### src/hw/rtl/vector_clock_sibling_resolver_unit_macros.svh
// ----------------------------------------------------------------------------
// Assertion macros for the vector clock sibling resolver.
// Checks are compiled in simulation and turn into nothing for synthesis.
// ----------------------------------------------------------------------------
`ifndef VECTOR_CLOCK_SIBLING_RESOLVER_UNIT_MACROS_SVH
`define VECTOR_CLOCK_SIBLING_RESOLVER_UNIT_MACROS_SVH

`ifndef SYNTHESIS

// The consequent must hold in the same cycle as the antecedent.
`define VCSR_ASSERT_SAME(label, clk_sig, rst_sig, ante, cons, msg) \
    label: assert property (@(posedge clk_sig) disable iff (!rst_sig) (ante) |-> (cons)) \
        else $error(msg);

// The consequent must hold in the cycle after the antecedent.
`define VCSR_ASSERT_NEXT(label, clk_sig, rst_sig, ante, cons, msg) \
    label: assert property (@(posedge clk_sig) disable iff (!rst_sig) (ante) |=> (cons)) \
        else $error(msg);

`else

`define VCSR_ASSERT_SAME(label, clk_sig, rst_sig, ante, cons, msg)
`define VCSR_ASSERT_NEXT(label, clk_sig, rst_sig, ante, cons, msg)

`endif

`endif

### src/hw/rtl/vcsr_pkg.sv
`timescale 1ns / 1ps
// ----------------------------------------------------------------------------
// vcsr_pkg
// Sizes, types and codes shared by the sibling resolver modules.
// ----------------------------------------------------------------------------
package vcsr_pkg;

    // Storage shape.
    localparam int KEY_SLOTS     = 16;
    localparam int SIBLING_SLOTS = 4;
    localparam int CLOCK_NODES   = 4;

    // Fixed field widths of the channels.
    localparam int KEY_IN_W    = 4;
    localparam int VALUE_W     = 64;
    localparam int CLOCK_W     = 32;
    localparam int PORT_NODES  = 4;
    localparam int COUNT_OUT_W = 3;

    // Derived widths.
    localparam int KEY_W         = (KEY_SLOTS > 1) ? $clog2(KEY_SLOTS) : 1;
    localparam int CNT_W         = $clog2(SIBLING_SLOTS + 1);
    localparam int COMPACT_STEPS = (SIBLING_SLOTS > 1) ? SIBLING_SLOTS - 1 : 1;
    localparam int STEP_W        = (COMPACT_STEPS > 1) ? $clog2(COMPACT_STEPS) : 1;

    typedef logic [CLOCK_NODES-1:0][CLOCK_W-1:0] clk_vec_t;

    // One stored version.
    typedef struct packed {
        logic               tomb;
        logic [VALUE_W-1:0] value;
        clk_vec_t           clocks;
    } sib_entry_t;

    // One key's sibling list as held in the row memory.
    typedef sib_entry_t [SIBLING_SLOTS-1:0] sib_row_t;

    // Operation applied to every cell of the chain in the same cycle.
    typedef enum logic [2:0] {
        CELL_HOLD,
        CELL_LOAD,
        CELL_SCAN,
        CELL_COMPACT,
        CELL_SHIFT,
        CELL_APPEND
    } cell_op_t;

    typedef struct packed {
        cell_op_t   op;
        sib_entry_t incoming;
    } cell_ctl_t;

    typedef enum logic [2:0] {
        S_IDLE,
        S_LOAD,
        S_SCAN,
        S_COMPACT,
        S_APPEND,
        S_WRITE,
        S_RD_FIRST,
        S_RESP
    } state_t;

    typedef enum logic {
        CMD_PUT  = 1'b0,
        CMD_READ = 1'b1
    } cmd_t;

    // Key slot folded into the number of key slots, as a small table.
    function automatic logic [KEY_W-1:0] key_index(input logic [KEY_IN_W-1:0] key);
        logic [KEY_W-1:0] idx;
        idx = '0;
        for (int i = 0; i < 2 ** KEY_IN_W; i++)
        begin
            if (key == KEY_IN_W'(i))
            begin
                idx = KEY_W'(i % KEY_SLOTS);
            end
        end
        return idx;
    endfunction

endpackage

### src/hw/rtl/vcsr_cell.sv
`timescale 1ns / 1ps
// ----------------------------------------------------------------------------
// vcsr_cell
// One sibling position: holds a version, compares its clock with the
// incoming clock and trades its contents with its neighbors.
// ----------------------------------------------------------------------------
module vcsr_cell (
    input  logic                 clk,
    input  logic                 rst_n,
    input  vcsr_pkg::cell_ctl_t  ctl,
    input  vcsr_pkg::sib_entry_t load_entry,
    input  logic                 load_valid,
    input  vcsr_pkg::sib_entry_t right_entry,
    input  logic                 right_valid,
    input  logic                 left_valid,
    input  logic                 stop_in,
    input  logic                 hole_in,
    output vcsr_pkg::sib_entry_t entry,
    output logic                 valid,
    output logic                 stop_out,
    output logic                 hole_out
);
    import vcsr_pkg::*;

    sib_entry_t entry_reg;
    sib_entry_t entry_next;
    logic       valid_reg;
    logic       valid_next;
    logic       in_gt;
    logic       sib_gt;
    logic       erase;

    // Clock comparison of the held sibling against the incoming version.
    always_comb
    begin
        in_gt  = 1'b0;
        sib_gt = 1'b0;
        for (int n = 0; n < CLOCK_NODES; n++)
        begin
            if (ctl.incoming.clocks[n] > entry_reg.clocks[n])
            begin
                in_gt = 1'b1;
            end
            else if (entry_reg.clocks[n] > ctl.incoming.clocks[n])
            begin
                sib_gt = 1'b1;
            end
        end
    end

    // A dominating sibling stops the scan for every cell to its right.
    assign stop_out = stop_in | (valid_reg & sib_gt & ~in_gt);
    assign erase    = valid_reg & ~stop_in & ~sib_gt;
    assign hole_out = hole_in | ~valid_reg;

    // Next contents for each chain operation.
    always_comb
    begin
        entry_next = entry_reg;
        valid_next = valid_reg;
        case (ctl.op)
            CELL_LOAD:
            begin
                entry_next = load_entry;
                valid_next = load_valid;
            end
            CELL_SCAN:
            begin
                if (erase)
                begin
                    valid_next = 1'b0;
                end
            end
            CELL_COMPACT:
            begin
                // A hole here or further left pulls the right neighbor in.
                if (hole_in || !valid_reg)
                begin
                    entry_next = right_entry;
                    valid_next = right_valid;
                end
            end
            CELL_SHIFT:
            begin
                entry_next = right_entry;
                valid_next = right_valid;
            end
            CELL_APPEND:
            begin
                // The first free position takes the incoming version.
                if (!valid_reg && left_valid)
                begin
                    entry_next = ctl.incoming;
                    valid_next = 1'b1;
                end
            end
            default:
            begin
                entry_next = entry_reg;
                valid_next = valid_reg;
            end
        endcase
    end

    // Occupancy flag.
    always_ff @(posedge clk or negedge rst_n)
    begin
        if (!rst_n)
        begin
            valid_reg <= 1'b0;
        end
        else
        begin
            valid_reg <= valid_next;
        end
    end

    // Version payload.
    always_ff @(posedge clk)
    begin
        entry_reg <= entry_next;
    end

    assign entry = entry_reg;
    assign valid = valid_reg;

endmodule

### src/hw/rtl/vcsr_chain.sv
`timescale 1ns / 1ps
// ----------------------------------------------------------------------------
// vcsr_chain
// Row of sibling cells, position 0 at the head of the list, with the stop
// and hole signals rippling from the head toward the tail.
// ----------------------------------------------------------------------------
module vcsr_chain (
    input  logic                          clk,
    input  logic                          rst_n,
    input  vcsr_pkg::cell_ctl_t           ctl,
    input  vcsr_pkg::sib_row_t            load_row,
    input  logic [vcsr_pkg::CNT_W-1:0]    load_count,
    output vcsr_pkg::sib_row_t            row,
    output logic [vcsr_pkg::SIBLING_SLOTS-1:0] valid,
    output logic                          stop
);
    import vcsr_pkg::*;

    sib_entry_t               ent_ext [SIBLING_SLOTS+1];
    logic [SIBLING_SLOTS:0]   valid_ext;
    logic [SIBLING_SLOTS:0]   left_ext;
    logic [SIBLING_SLOTS:0]   stop_c;
    logic [SIBLING_SLOTS:0]   hole_c;

    // The tail sees an empty neighbor; the head always has a filled left side.
    assign ent_ext[SIBLING_SLOTS]   = '0;
    assign valid_ext[SIBLING_SLOTS] = 1'b0;
    assign left_ext                 = {valid_ext[SIBLING_SLOTS-1:0], 1'b1};
    assign stop_c[0]                = 1'b0;
    assign hole_c[0]                = 1'b0;

    for (genvar i = 0; i < SIBLING_SLOTS; i++)
    begin : g_cell
        logic cell_load_valid;

        // Positions below the stored count hold stored list entries.
        assign cell_load_valid = CNT_W'(i) < load_count;

        vcsr_cell u_cell (
            .clk         (clk),
            .rst_n       (rst_n),
            .ctl         (ctl),
            .load_entry  (load_row[i]),
            .load_valid  (cell_load_valid),
            .right_entry (ent_ext[i+1]),
            .right_valid (valid_ext[i+1]),
            .left_valid  (left_ext[i]),
            .stop_in     (stop_c[i]),
            .hole_in     (hole_c[i]),
            .entry       (ent_ext[i]),
            .valid       (valid_ext[i]),
            .stop_out    (stop_c[i+1]),
            .hole_out    (hole_c[i+1])
        );

        assign row[i] = ent_ext[i];
    end

    assign valid = valid_ext[SIBLING_SLOTS-1:0];
    assign stop  = stop_c[SIBLING_SLOTS] & (hole_c[SIBLING_SLOTS] | ~hole_c[SIBLING_SLOTS]);

endmodule

### config.mk
export PLATFORM = sky130hd
export DESIGN_NAME = vcsr_chain
export DESIGN_NICKNAME = d
export VERILOG_FILES = /design/src/hw/rtl/vector_clock_sibling_resolver_unit_macros.svh /design/src/hw/rtl/vcsr_pkg.sv /design/src/hw/rtl/vcsr_cell.sv /design/src/hw/rtl/vcsr_chain.sv
export SDC_FILE = /design/constraint.sdc
export NUM_CORES = 2
export LEC_CHECK = 0
export BUFFER_PORTS_ARGS = -buffer_cell sky130_fd_sc_hd__buf_2
export CAP_MARGIN = 5
export CORE_AREA = 4 4 679 681
export DETAILED_ROUTE_END_ITERATION = 10
export DIE_AREA = 0 0 683 685
export PLACE_DENSITY = 0.36
export SLEW_MARGIN = 20
export SYNTH_ARGS = -nofsm -noshare
export SYNTH_HDL_FRONTEND = slang
export SYNTH_HIERARCHICAL = 1
export SYNTH_SLANG_ARGS = --single-unit
### constraint.sdc
create_clock -name clk -period 14.4 [get_ports clk]
set_input_delay 2.88 -clock clk [delete_from_list [all_inputs] [get_ports clk]]
set_output_delay 2.88 -clock clk [all_outputs]
set_load 0.02 [all_outputs]
==> metrics.csv <==
stage,metric,value,unit
floorplan,area of the core,455200,sq um
place,DP HPWL,409.8,mm
detailed_routing,WL met2,226.3,mm
clock_network,clock-pin slew on the worst setup and hold paths,0.07,ns
power,Leak,29.67,nW
detailed_routing,met1 wire length,210.7,mm
detailed_routing,DR DRC count,0,
timing,slew margin rel.,10.19,%
global_route,All-Layer GR Usage,20.42,%
place,Final Wtd Congestion,0.9334,
floorplan,die width,683,um
status,status,"complete, no violations",
detailed_routing,routed wire length,502.2,mm
timing,Tmin final,12.40,ns
power,Sw Share,41.15,%
setup_path,WP data arrival,9.52,ns
clock_network,Clk Tree Root Cell,clkbuf_16,
timing,Final setup viols,0,
global_route,total congestion overflow,0,
global_route,first-pass GRT wire length,632.6,mm
power,Internal,0.005248,W
synth,syn avg cell area,9.517,sq um
global_route,antenna violations before repair,222,
clock_network,CTS Buf Count,114,
setup_path,R2R depth,22,
timing,final hold slack,0.6816,ns
detailed_routing,met3 wire len,42.83,mm
timing,final setup skew,0.04740,ns
timing,Slew @ Worst Pin,1.337,ns
global_route,vias in the first global route,56830,
clock_network,post-CTS setup buffer count,0,
detailed_routing,WL/cell,36.84,um
power,Seq pwr share,36.7,%
timing,Fmax,80.67,MHz
clock_network,CTS tree,done,
floorplan,row cnt,248,
detailed_routing,vias per inst,4.418,
floorplan,initial core utilization,11.50,%
power,clock power share,32.5,%
place,port buffer count,1749,
timing,period utilization,86.09,%
timing,Final Hold Violating Endpoints,0,
setup_path,critical path launch point type,primary input,
synth,yosys warns,6,
timing,Max Transition Viols Final,0,
floorplan,Ports,1750,
detailed_routing,vias,60220,
detailed_routing,highest metal used,met5,
detailed_routing,drt pass-1 iters,6,
cells_and_area,Final Net Count,8913,
cells_and_area,max FFs per register,772,
setup_path,Worst EP required,11.52,ns
setup_path,CP Class,in2out,
power,Final Total Pwr,0.008917,W
clock_network,hold_buf cts,0,
run,Max Cap Viol,0,
hold_path,hold depth,2,
power,Logic pwr share,30.7,%
floorplan,Chip Height,685,um
detailed_routing,Post-DRT Antenna Nets,0,
clock_network,H-tree levels,3,
timing,unrepaired setup endpoints after global routing,false,
clock_network,worst skew pair latency,0.87,ns
cells_and_area,Layout area overhead,40.39,%
cells_and_area,share of cells above drive strength 1,27.58,%
synth,Post-Syn Instances,5503,
timing,Setup TNS,0,ns
setup_path,CP endpoint kind,output port,
clock_network,clock sinks,776,
power,pwr dens,121.3,nW/um^2
synth,Netlist Area Pre-Place,52370,sq um
floorplan,die area,467900,sq um
power,Worst VDD drop,0.1005,mV
setup_path,Critical Path Fanout Max,8,
hold_path,Hold Path Class,reg2reg,
global_route,pin count of the biggest net entering global routing,118,
clock_network,Post-CTS Resized,0,
power,Psw,0.003670,W
clock_network,CTS Buffer Depth,4,
detailed_routing,DR iter-0 viols,6153,
==> area by class of cell <==
type / count / area [sq um]
timing repair buffer: 1857 / 9699
clock inverter: 57 / 630.6
clock buffer: 140 / 2950
sequential: 776 / 23280
antenna: 122 / 305.3
multi-input combinational: 4139 / 27120
inverter: 540 / 2027
fill: 51600 / 381700
tap: 6000 / 7507
==> stage by stage <==
stage | utilization (%) | instance area, sq um | worst slack (ns) | std cells
after floorplan | - | 53840 | 3.731 | 5894
after global placement | 15.30 | 69630 | 2.284 | 13310
after detailed placement | 15.30 | 69630 | 2.077 | 13310
after CTS | 16.08 | 73210 | 2.055 | 13510
after global routing | 16.13 | 73420 | 1.667 | 13590
final | 16.15 | 73530 | 2.004 | 13630
==> metal layers <==
layer	vias to the layer above	track usage (%)
li1	25710	-
met2	3269	32.38
met3	662	5.482
met5	-	0
met1	30520	26.26
met4	64	7.815
==> layout by cell type (no fill, tap or decap), types with 35 or more instances in the layout <==
master     count
buf_2       1748
edfxtp_1     772
clkbuf_16    114
diode_2      122
buf_4         98
inv_1        540
nand3_1       62
ha_1         512
a21o_1        35
nand4_1      113
o21ai_0       70
o22ai_1     1547
a21oi_1      974
conb_1       393
nand2_1      112
==> critical path, cell delays in order <==
cell,delay [ns]
buf_2,0.21
inv_1,0.07
ha_1,0.32
nand4_1,0.19
nor4_1,0.85
and2_1,0.37
o22ai_1,0.26
a21o_1,0.28
or3_1,0.49
o211a_1,0.34
a2111oi_2,0.36
o22ai_1,0.14
a21o_1,0.18
or3_1,0.35
o211a_1,0.29
a2111oi_2,0.35
o22ai_1,0.15
a21o_1,0.19
or3_1,0.37
o211a_1,0.23
inv_1,0.06
and3_1,0.20
a21oi_2,0.06
buf_2,0.25
==> path summary, 6_finish.rpt <==
| kind | startpoint | endpoint | slack [ns] |
|---|---|---|---|
| min in group asynchronous | rst_n | g_cell[3].u_cell/valid | 1.83 |
| worst max register to register | g_cell[0].u_cell/entry[76] | g_cell[3].u_cell/valid | 7.42 |
| worst min register to register | g_cell[2].u_cell/entry[135] | g_cell[1].u_cell/entry[135] | 0.68 |
| max in group asynchronous | rst_n | g_cell[2].u_cell/valid | 12.43 |
| worst max-delay path | ctl[75] | stop | 2.00 |
| worst min-delay path | g_cell[2].u_cell/entry[135] | g_cell[1].u_cell/entry[135] | 0.68 |
==> power groups by stage <==
| stage | registers [W] | logic [W] | clock network [W] |
|---|---|---|---|
| 3_3_place_gp | 0.00332 | 0.00276 | 0 |
| 2_1_floorplan | 0.00343 | 0.000959 | 0 |
| 6_report | 0.00328 | 0.00274 | 0.00290 |
| 4_1_cts | 0.00327 | 0.00277 | 0.00300 |
| 5_1_grt | 0.00329 | 0.00293 | 0.00307 |
| 3_5_place_dp | 0.00332 | 0.00276 | 0 |
Note: power is estimated with default switching activity, not from simulation.
